==> src/rtl/ibar_pkg.sv <==
// Shared constants, codes and controller/datapath interface types for the attribute renderer.
`default_nettype none
package ibar_pkg;

   localparam int BAND_ROWS    = 24;
   localparam int FLASH_FRAMES = 16;
   localparam int FLASH_W      = $clog2(FLASH_FRAMES + 1);

   localparam int BITMAP_DEPTH = 6144;
   localparam int ATTR_DEPTH   = 768;
   localparam int BITMAP_AW    = 13;
   localparam int ATTR_AW      = 10;
   localparam int NUM_COLS     = 32;
   localparam int COL_W        = 5;
   localparam int PICTURE_ROWS = 192;

   localparam logic [15:0] VMEM_BASE = 16'h4000;
   localparam logic [15:0] VMEM_LAST = 16'h5AFF;

   localparam int REQ_W = 40;
   localparam int RSP_W = 48;

   typedef enum logic [1:0] {
      OP_WRITE  = 2'd0,
      OP_RENDER = 2'd1,
      OP_FRAME  = 2'd2,
      OP_NONE   = 2'd3
   } op_type;

   typedef struct packed {
      logic                 write;
      logic                 frame;
      logic                 load_row;
      logic                 issue;
      logic [COL_W-1:0]     col;
      logic                 last;
      logic                 clear;
      logic [BITMAP_AW-1:0] clear_idx;
   } cmd_type;

   typedef struct packed {
      logic slot_free;
   } stat_type;

   function automatic logic [2:0] band_of(input logic [7:0] y);
      logic [2:0] band;
      band = 3'd0;
      for (int b = 1; b < 8; b++) begin
         if (int'(y) >= b * BAND_ROWS) begin
            band = 3'(b);
         end
      end
      return band;
   endfunction

endpackage
`default_nettype wire

==> src/rtl/ibar_ctrl.sv <==
// Controller: memory clearing pass, item acceptance and column sequencing of a row render.
`default_nettype none
module ibar_ctrl (
   input  wire logic              clock,
   input  wire logic              reset,
   input  wire logic              req_tvalid,
   output logic                   req_tready,
   input  wire logic [1:0]        req_op,
   input  wire ibar_pkg::stat_type stat,
   output ibar_pkg::cmd_type      cmd
);

   typedef enum logic [1:0] {
      ST_CLEAR,
      ST_IDLE,
      ST_RENDER
   } state_type;

   state_type                      state_ff, state_in;
   logic [ibar_pkg::BITMAP_AW-1:0] clr_idx_ff, clr_idx_in;
   logic [ibar_pkg::COL_W-1:0]     col_ff, col_in;
   ibar_pkg::op_type               op;

   assign op = ibar_pkg::op_type'(req_op);

   always_comb begin
      state_in   = state_ff;
      clr_idx_in = clr_idx_ff;
      col_in     = col_ff;
      req_tready = 1'b0;
      cmd        = '0;
      unique case (state_ff)
         ST_CLEAR: begin
            cmd.clear     = 1'b1;
            cmd.clear_idx = clr_idx_ff;
            clr_idx_in    = clr_idx_ff + 1'b1;
            if (clr_idx_ff == ibar_pkg::BITMAP_AW'(ibar_pkg::BITMAP_DEPTH - 1)) begin
               state_in = ST_IDLE;
            end
         end
         ST_IDLE: begin
            req_tready = stat.slot_free;
            if (req_tvalid && stat.slot_free) begin
               unique case (op)
                  ibar_pkg::OP_WRITE: begin
                     cmd.write = 1'b1;
                  end
                  ibar_pkg::OP_RENDER: begin
                     cmd.load_row = 1'b1;
                     col_in       = '0;
                     state_in     = ST_RENDER;
                  end
                  ibar_pkg::OP_FRAME: begin
                     cmd.frame = 1'b1;
                  end
                  default: begin
                  end
               endcase
            end
         end
         ST_RENDER: begin
            if (stat.slot_free) begin
               cmd.issue = 1'b1;
               cmd.col   = col_ff;
               cmd.last  = (col_ff == ibar_pkg::COL_W'(ibar_pkg::NUM_COLS - 1));
               col_in    = col_ff + 1'b1;
               if (cmd.last) begin
                  state_in = ST_IDLE;
               end
            end
         end
         default: begin
            state_in = ST_CLEAR;
         end
      endcase
   end

   always_ff @(posedge clock) begin
      if (reset) begin
         state_ff   <= ST_CLEAR;
         clr_idx_ff <= '0;
         col_ff     <= '0;
      end else begin
         state_ff   <= state_in;
         clr_idx_ff <= clr_idx_in;
         col_ff     <= col_in;
      end
   end

endmodule
`default_nettype wire

==> config.mk <==
export PLATFORM = sky130hd
export DESIGN_NAME = ibar_ctrl
export DESIGN_NICKNAME = d
export VERILOG_FILES = /design/src/rtl/ibar_pkg.sv /design/src/rtl/ibar_ctrl.sv
export SDC_FILE = /design/constraint.sdc
export NUM_CORES = 1
export LEC_CHECK = 0
export BUFFER_PORTS_ARGS = -buffer_cell sky130_fd_sc_hd__buf_2
export CAP_MARGIN = 20
export CORE_MARGIN = 2
export CORE_UTILIZATION = 55
export CTS_CLUSTER_SIZE = 24
export DETAILED_ROUTE_END_ITERATION = 12
export PLACE_DENSITY_LB_ADDON = 0.1
export SLEW_MARGIN = 40
export SYNTH_ARGS = -nofsm -noshare
export SYNTH_HDL_FRONTEND = slang
export SYNTH_SLANG_ARGS = --single-unit
==> constraint.sdc <==
create_clock -name clock -period 2.4 [get_ports clock]
set_input_delay 0 -clock clock [delete_from_list [all_inputs] [get_ports clock]]
set_output_delay 0 -clock clock [all_outputs]
set_load 0.01 [all_outputs]
==> impl_results.md, run 1 <==
- Critical-path top delay cell: nand4bb_1
- Mapped Cells: 144
- Worst stage delay on the critical path: 0.50 ns
- Total CTS buffers: 3
- N_diodes: 0
- Seq/Total Area, Yosys: 33.6%
- Async SR Flop Fraction: 0%
- Post-synth EDFFs: 0
- Routed via count: 1108
- MaxCap Viol Count: 0
- Clock Tree Buf Depth: 2
- Vias in the first global route: 947
- Die Ht: 50.6 um
- P_leak: 0.598 nW
- Register clock-pin slew on the reported worst setup and hold paths: 0.12 ns
- Final worst-path cycle share: 74.6%
- Reg2reg end: clr_idx_ff[11]
- Die width: 50.6 um
- Antenna violations before repair: 0
- Slew @ Worst Pin: 0.455 ns
- Core area: 2000 um^2
- Crit path required time: 2.61 ns
- Non-filler instance count after layout: 198
- DR pass1 iterations: 4
- Top_reg_cell synth: dfxtp_1
- Post-CTS setup buffer count: 0
- Grt ovf: 0
- Psw: 143 uW
- R2R Setup Slk: 0.61 ns
- Synth Cell Area: 1190 um^2
- Crit Path Max Fanout: 13
- Clock network fraction of design power: 34.9%
- Outcome: finished clean
- Syn nets: 153
- Sw Ratio: 24.3%
- Cells on worst reg2reg path: 3
- CTS tree: yes
- Final Net Count: 181
- Commonest non-fill, non-tap cell in the layout: buf_2
- Wirelength per Cell: 12.3 um
- # hold bufs at CTS: 0
- Final WL: 2440 um
- Cts repair resizes: 0
- Internal Pwr Total: 445 uW
- Hold-critical path endpoint: col_ff[2]
- Ports: 31
- WS Path Type: flip-flop to flip-flop
- Register bit total from synthesis: 20
- Drc violations: 0
- Part of the power in registers: 58.1%
- CP startpoint: state_ff[1]
- H-tree Lvls: 1
- Maximum vdd drop: 311 uV
- Clock Sinks: 20
- RSZ-0062 raised after global routing: no
- Commonest non-fill, non-tap cells in the layout: buf_2 (30), dfxtp_1 (20), and2_1 (13)
- Fin crit period: 1.79 ns
- Setup violators final: 0
- DIE AREA: 2560 um^2
- FMAX: 559 MHz
- Root Buffer: clkbuf_4
- Max-slew violation count: 0
- Combinational power share: 6.9%
- GR Util All Layers: 21.3%
- Clock Latency Late Sink: 0.31 ns
- Hpwl dp: 1800 um
- Dpl cells: 194
- Crit path cell chain: nand4bb_1 -> nor4_1 -> mux2_1
- Setup TNS after final layout: 0 ns
- ANT nets after route: 0
- First-pass GRT wire length: 4210 um
- Final hold viol count: 0
- CP Data Arrival Time: 2.00 ns
- Final Cell Area: 1390 um^2
- Critical Path End Type: flip-flop
- Synthesized area per cell: 8.28 um^2
- Global placer's final weighted congestion: 0.857
- Vias per cell: 5.60
- IO buf count: 30
- CP Launch Type: flip-flop
- Slew headroom: 69.5%
- Number of library cell types mapped by synthesis: 39
- Dpl cell area: 1350 um^2
- Min-delay src: stat
- Largest net degree at the start of global routing: 24
- Drt first-iter violations: 10
- Power density over the cells: 424 nW/um^2
- Rows: 16
- Initial core utilization: 59.6%
- Fraction of layout cells with a size suffix above 1: 22.8%
- Final Skew: 0.00151 ns
- Warnings, synthesis: 0
- P&R area growth vs syn: 16.2%
- Worst r2r src: state_ff[1]
- Worst Hold Depth: 4
- Hold Path Class: input port to flip-flop
## power groups by stage
| stage | clock network, mW | logic (mW) | registers (mW) |
|---|---|---|---|
| after CTS | 0.209 | 0.0411 | 0.341 |
| after global routing | 0.219 | 0.0464 | 0.343 |
| final | 0.205 | 0.0408 | 0.341 |
| after floorplan | 0 | 0.0257 | 0.348 |
| after global placement | 0 | 0.0399 | 0.348 |
| after detailed placement | 0 | 0.0409 | 0.349 |
## stage by stage
stage	utilization (%)	total power [mW]	hold WS, ns	setup slack (ns)
finish	69.2	0.587	0.0997	0.610
global route	69.2	0.609	0.122	0.407
CTS	69.2	0.591	0.0930	0.598
floorplan	-	0.373	0.0503	0.812
detailed placement	67.4	0.390	0.264	0.618
global placement	67.4	0.388	0.253	0.694
## cell type report
type	instances	area, um^2
Fill cell	182	617
Sequential cell	20	400
Inverter	10	37.5
Tap cell	27	33.8
Clock buffer	4	36.3
Timing Repair Buffer	30	150
Multi-Input combinational cell	107	727
## metal layers
| metal | up-vias | part of all wire (%) | wire length, um | track usage [%] |
|---|---|---|---|---|
| li1 | 570 | - | - | - |
| met2 | 28 | 45 | 1110 | 32.5 |
| met5 | - | 0 | 0 | 0 |
| met4 | 0 | 1.5 | 36 | 9.01 |
| met3 | 5 | 4.7 | 114 | 2.68 |
| met1 | 505 | 48 | 1180 | 30.3 |
## cells by family (layout without fill, tap and decap cells)
group                    after synthesis  in the layout  share of synthesized area [%]
adder cells (fa/ha/maj)                3              3                           3.15
AO/OA/AOI/OAI                         25             25                           14.8
multiplexers                           4              4                           3.78
AND/OR/NAND/NOR                       72             72                           37.0
XOR/XNOR                               3              3                           2.20
buffers and inverters                 17             44                           5.46
flip-flops                            20             20                           33.6
## how the worst max path moves through the flow
| stage | end | slack, ns | cells after the start |
|---|---|---|---|
| final | clr_idx_ff[11] | 0.61 | 3 |
| after global routing | clr_idx_ff[11] | 0.41 | 3 |
| after CTS | clr_idx_ff[11] | 0.60 | 3 |
| after detailed placement | clr_idx_ff[11] | 0.62 | 3 |
| after global placement | clr_idx_ff[11] | 0.69 | 3 |
| after floorplan | clr_idx_ff[12] | 0.81 | 4 |
## cell usage after synthesis, types with 4 or more instances
master,n,share of area (%)
a21oi_1,12,5.0
and2_1,13,6.8
clkbuf_1,5,1.6
dfxtp_1,20,34
inv_1,9,2.8
mux2_1,4,3.8
nand2_1,10,3.1
nor2_1,11,3.5
nor2b_1,4,2.1
nor4_1,4,2.1
o31ai_1,5,3.1
or4_1,5,3.1
## sequential cells by signal (all words and copies together), names as in the netlist
signal	count
clr_idx_ff	13
col_ff	5
state_ff	2
## worst max-delay path: cells and delay by family (launching register included)
kind | cells | cell delay (ns)
AND/OR/NAND/NOR | 2 | 0.92
multiplexers | 1 | 0.35
flip-flops | 1 | 0.42
Power figures use the tool's default switching activity.
==> run 2, diff against run 1 <==
- CORE_UTILIZATION: 55 -> 46
- clock period: 2.4 -> 1.4 ns (I/O delays scaled with it)
==> run 2 against run 1 <==
The run now ends with negative setup slack left; combinational power increased to 3.0 times the previous value; clock skew increased by 0.0047 ns; critical path depth increased by 2; power increased by 83%; final area increased by 48%; global-route usage increased by 3.4 points; highest routed layer unchanged; first-iteration DRC count increased by 130%; critical endpoint is now clr_idx_ff[6]; largest cell class unchanged; worst setup slack got worse by 0.79 ns; via count increased by 22%; clock-buffer cell count unchanged; non-clock buffer count increased by 41; hold slack got worse by 0.036 ns.
==> impl_results.md, run 2 (synthesis results as in run 1) <==
- Combinational power share: 11.4% (+4.5 points)
- Final Cell Area: 2060 um^2 (+48%)
- Internal Pwr Total: 789 uW (+77%)
- Vias in the first global route: 1173 (+24%)
- Util after Layout: 83.0% (+14 points)
- Final Skew: 0.00617 ns (+0.00467 ns)
- Vias per cell: 5.57 (-0.50%)
- Core area: 2480 um^2 (+24%)
- Top reg by flops: clr_idx_ff
- Cells on worst reg2reg path: 5 (+2)
- Root Buffer: clkbuf_4
- Sw Ratio: 26.5% (+2.2 points)
- # hold bufs at CTS: 0 (unchanged)
- Die Ht: 54.9 um (+8.6%)
- First-pass GRT wire length: 5340 um (+27%)
- P_leak: 0.867 nW (+45%)
- CP startpoint: state_ff[1]
- Register clock-pin slew on the reported worst setup and hold paths: 0.13 ns (about the same)
- Dpl cell area: 1580 um^2 (+17%)
- Critical Path End Type: flip-flop
- Final hold viol count: 0 (unchanged)
- WS Path Type: flip-flop to flip-flop
- Clock network fraction of design power: 34.3% (-0.6 points)
- H-tree Lvls: 1 (unchanged)
- N_diodes: 0 (unchanged)
- CTS tree: yes
- Commonest non-fill, non-tap cells in the layout: buf_4 (33), buf_6 (20), buf_2 (18)
- Largest net degree at the start of global routing: 24 (unchanged)
- CP Launch Type: flip-flop
- Part of the power in registers: 54.3% (-3.8 points)
- Slew headroom: 63.8% (-5.7 points)
- Max-slew violation count: 0 (unchanged)
- Psw: 284 uW (+99%)
- Total CTS buffers: 3 (unchanged)
- Final Net Count: 223 (+23%)
- R2R Setup Slk: -0.18 ns (-0.79 ns)
- RSZ-0062 raised after global routing: yes
- DR pass1 iterations: 4 (unchanged)
- IO buf count: 30 (unchanged)
- Power Total: 1.07 mW (+83%)
- Final worst-path cycle share: 113% (+38 points)
- Clock Tree Buf Depth: 2 (unchanged)
- Reg2reg end: clr_idx_ff[6]
- Top cell family by delay on the critical path: compound AO/OA/AOI/OAI gates
- Maximum vdd drop: 556 uV (+78%)
- Grt ovf: 0 (unchanged)
- Hold Path Class: input port to flip-flop
- Last element of the critical path: clr_idx_ff[6]
- Drc violations: 0 (unchanged)
- ANT nets after route: 0 (unchanged)
- Clock Sinks: 20 (unchanged)
- Worst hold slack: 0.0638 ns (-0.0359 ns)
- P&R area growth vs syn: 72.4%
- CP Data Arrival Time: 1.79 ns (-0.21 ns)
- Initial core utilization: 48.1% (-11 points)
- MaxCap Viol Count: 0 (unchanged)
- Power density over the cells: 522 nW/um^2 (+23%)
- Crit path cell chain: nand4bb_4 -> buf_6 -> buf_4 -> o31ai_1 -> a21oi_2
- Ports: 31 (unchanged)
- Biggest regs: clr_idx_ff (13), col_ff (5), state_ff (2)
- FILL cells: 152 (-16%)
- Max reg flops: 13 (unchanged)
- Slew @ Worst Pin: 0.544 ns (+0.0884 ns)
- Antenna violations before repair: 0 (unchanged)
- Worst path depth: 5 (+2)
- Routed via count: 1353 (+22%)
- Worst r2r src: state_ff[1]
- Failing checks: negative setup slack
- Commonest non-fill, non-tap cell in the layout: buf_4
- Global placer's final weighted congestion: 0.781 (-8.8%)
- Final WL: 3810 um (+56%)
- Setup TNS after final layout: -1.20 ns (-1.20 ns)
- Critical-path top delay cell: dfxtp_2
- Final worst slack: -0.182 ns (-0.792 ns)
- Setup violators final: 24 (+24)
- Wirelength per Cell: 15.7 um (+27%)
- FMAX: 632 MHz (+13%)
- Worst stage delay on the critical path: 0.36 ns (-0.14 ns)
- Crit Path Max Fanout: 8 (-5)
- Fin crit period: 1.58 ns (-0.208 ns)
- Drt first-iter violations: 23 (+13)
- Die width: 54.9 um (+8.6%)
- GR Util All Layers: 24.7% (+3.4 points)
- Outcome: finished, violations left
- Hpwl dp: 2110 um (+17%)
- Rows: 18 (+2)
- Crit path required time: 1.61 ns (-1.00 ns)
- Fraction of layout cells with a size suffix above 1: 63.4% (+41 points)
- Clock Latency Late Sink: 0.32 ns (about the same)
- DIE AREA: 3020 um^2 (+18%)
- Crit path buffers/inverters: 2 (+2)
==> run 2: tightest hold or removal path: stages <==
cell and delay, ns:
buf_2 0.15, nand2_2 0.07, nand3_1 0.08, a21oi_1 0.06
==> run 2: how the worst min path moves through the flow <==
stage | from | to | slack (ns) | depth (start not counted)
6_report | stat | state_ff[1] | 0.06 | 4
5_1_grt | stat | state_ff[1] | 0.10 | 4
4_1_cts | stat | state_ff[1] | 0.05 | 4
3_5_place_dp | req_op[1] | cmd[23] | 0.26 | 3
3_3_place_gp | req_op[1] | cmd[23] | 0.25 | 3
2_1_floorplan | req_op[0] | cmd[22] | 0.05 | 1
==> run 2: repair_timing <==
item                                    4_1_cts  5_1_grt
buffers inserted                             15        4
resized for setup                            25       54
endpoints found under the setup margin       29       35
pin swaps                                    13       23
gates cloned                                  0        1
==> run 2: metrics by stage <==
| stage | worst slack [ns] | std cells |
|---|---|---|
| CTS | -0.0474 | 238 |
| floorplan | -0.0461 | 144 |
| detailed placement | -0.0652 | 219 |
| global route | -0.211 | 243 |
| finish | -0.182 | 243 |
| global placement | -0.0366 | 219 |
==> run 2: cell type report <==
type	count	area, um^2	area share, %
Tap cell	30	37.5	1.83
Inverter	10	42.5	2.07
Timing Repair Buffer	71	563	27.4
Timing Repair inverter	1	6.26	0.304
Multi-Input combinational cell	107	938	45.6
Clock buffer	4	36.3	1.77
Sequential cell	20	432	21.0
==> run 2: per-layer routing <==
metal / up-vias / global-route usage (%) / part of all wire, %
met5: - / 0 / 0
met4: 0 / 9.76 / 1.9
li1: 651 / - / -
met1: 645 / 28.3 / 39
met2: 48 / 45.0 / 54
met3: 9 / 4.57 / 4.4
==> run 2: power groups by stage <==
stage          logic, mW  clock network, mW  registers, mW
4_1_cts           0.0973              0.363          0.583
3_5_place_dp      0.0855                  0          0.600
5_1_grt            0.136              0.391          0.584
6_report           0.122              0.368          0.582
2_1_floorplan     0.0470                  0          0.599
3_3_place_gp      0.0822                  0          0.600
==> run 3, diff against run 2 <==
- SETUP_SLACK_MARGIN: unset -> 0.02
==> run 3 against run 2 <==
The flow still finishes with violations (negative setup slack); routed wire length is 4.5% higher; critical path depth down 1; combinational power up 5%; sequential power hardly changed; clock skew is 0.0037 ns higher; die area is the same; clock-buffer cell count is the same; non-clock buffer count up 3; sequential cell count unchanged.
==> impl_results.md, run 3 (synthesis results as in run 1) <==
- Failing checks: negative setup slack
- Final worst-path cycle share: 107% (-6.1 points)
- CTS tree: yes
- Ports: 31 (unchanged)
- Top reg by flops: clr_idx_ff
- WS Path Type: flip-flop to flip-flop
- Crit path required time: 1.61 ns (about the same)
- CP Launch Type: flip-flop
- Highest metal used: met4
- Outcome: finished, violations left
- Routed wl met2: 2170 um (+4.8%)
- Setup TNS after final layout: -0.997 ns (+0.201 ns)
- FMAX: 668 MHz (+5.7%)
- Fraction of layout cells with a size suffix above 1: 63.4% (about the same)
- Maximum vdd drop: 542 uV (-2.5%)
- Dpl cell area: 1580 um^2 (unchanged)
- Die width: 54.9 um (unchanged)
- H-tree Lvls: 1 (unchanged)
- R2R Setup Slk: -0.1 ns (+0.09 ns)
- Vias in the first global route: 1195 (+1.9%)
- Initial core utilization: 48.1% (unchanged)
- N_diodes: 0 (unchanged)
- ANT nets after route: 0 (unchanged)
- Grt ovf: 0 (unchanged)
- Slew @ Worst Pin: 0.540 ns (-0.00323 ns)
- DR pass1 iterations: 4 (unchanged)
- First-pass GRT wire length: 5470 um (+2.5%)
- Biggest regs: clr_idx_ff (13), col_ff (5), state_ff (2)
- WL met3: 179 um (+5.9%)
- Global placer's final weighted congestion: 0.781 (unchanged)
- RSZ-0062 raised after global routing: yes
- GR Util All Layers: 25.2% (+0.41 points)
- Non-filler instance count after layout: 246 (+1.2%)
- Power density over the cells: 517 nW/um^2 (-1.1%)
- Clock Sinks: 20 (unchanged)
- Crit Path Max Fanout: 4 (-4)
- P&R area growth vs syn: 73.1%
- Vias per cell: 5.56 (-0.20%)
- IO buf count: 30 (unchanged)
- M1 wire length: 1570 um (+5.4%)
- Clock Tree Buf Depth: 2 (unchanged)
- Drc violations: 0 (unchanged)
- Post-place setup slack: -0.0652 ns (unchanged)
- P_leak: 0.878 nW (+1.3%)
- Power Total: 1.07 mW (-0.63%)
- Total CTS buffers: 3 (unchanged)
- Final Skew: 0.00987 ns (+0.00370 ns)
- Max reg flops: 13 (unchanged)
- Commonest non-fill, non-tap cells in the layout: buf_4 (35), buf_6 (23), buf_2 (16)
- Largest net degree at the start of global routing: 24 (unchanged)
- Rows: 18 (unchanged)
- Antenna violations before repair: 0 (unchanged)
- Final Net Count: 226 (+1.3%)
- Hold Path Class: input port to flip-flop
- Clock Latency Late Sink: 0.31 ns (about the same)
- Commonest non-fill, non-tap cell in the layout: buf_4
- Drt first-iter violations: 27 (+17%)
- Final hold viol count: 0 (unchanged)
- Hpwl dp: 2110 um (unchanged)
- Die Ht: 54.9 um (unchanged)
- Final WL: 3980 um (+4.5%)
- Root Buffer: clkbuf_4
- Fin crit period: 1.50 ns (-0.0858 ns)
- Core area: 2480 um^2 (unchanged)
- MaxCap Viol Count: 0 (unchanged)
- Final worst slack: -0.0966 ns (+0.0858 ns)
- Max-slew violation count: 0 (unchanged)
- Wirelength per Cell: 16.2 um (+3.3%)
- Dpl cells: 219 (unchanged)
- Final Cell Area: 2060 um^2 (+0.43%)
- DIE AREA: 3020 um^2 (unchanged)
- Slew headroom: 64.0% (+0.22 points)
- Setup violators final: 23 (-4.2%)
- Critical Path End Type: flip-flop
- Routed via count: 1367 (+1.0%)
- Register clock-pin slew on the reported worst setup and hold paths: 0.12 ns (about the same)
- # hold bufs at CTS: 0 (unchanged)
- CP Data Arrival Time: 1.71 ns (-0.08 ns)
run 3: report_power, final:
part	total [mW]	internal (mW)	switching, mW
clock	0.354	0.159	0.195
combinational	0.128	0.0636	0.0644
sequential	0.584	0.571	0.0129
run 3: area by class of cell:
type | count | area, um^2
Sequential cell | 20 | 430
Clock buffer | 4 | 36.3
Tap cell | 30 | 37.5
Timing Repair Buffer | 74 | 602
Multi-Input combinational cell | 107 | 910
Inverter | 10 | 42.5
Fill cell | 146 | 413
Timing Repair inverter | 1 | 6.26
run 3: path summary, 6_finish.rpt:
kind / start / to / depth (start not counted)
worst min-delay path: stat / state_ff[1] / 4
worst max-delay path: clr_idx_ff[1] / state_ff[0] / 4
worst max register to register: clr_idx_ff[1] / state_ff[0] / 4
worst min register to register: clr_idx_ff[3] / clr_idx_ff[3] / 2
run 3: what timing repair did:
item / 4_1_cts / 5_1_grt
buffers inserted: 15 / 7
resized for setup: 31 / 48
pin swaps: 15 / 26
setup endpoints to repair: 30 / 36
gates cloned: 0 / 1
run 3: layer usage:
| metal | GRT usage (%) | up-vias |
|---|---|---|
| met5 | 0 | - |
| met4 | 8.13 | 0 |
| met3 | 4.30 | 8 |
| met2 | 46.2 | 50 |
| met1 | 29.4 | 649 |
| li1 | - | 660 |
run 3: worst max-delay path: stages, from the launching register on:
cell	delay, ns
dfxtp_4	0.40
ha_4	0.16
nand4b_1	0.12
or4_4	0.44
a2111oi_4	0.28
run 3: per-stage QoR:
| step | hold WS, ns | util (%) |
|---|---|---|
| 5_1_grt | 0.117 | 83.3 |
| 4_1_cts | 0.0506 | 74.1 |
| 3_5_place_dp | 0.262 | 63.6 |
| 6_report | 0.0853 | 83.3 |
| 2_1_floorplan | 0.0503 | - |
| 3_3_place_gp | 0.254 | 63.6 |
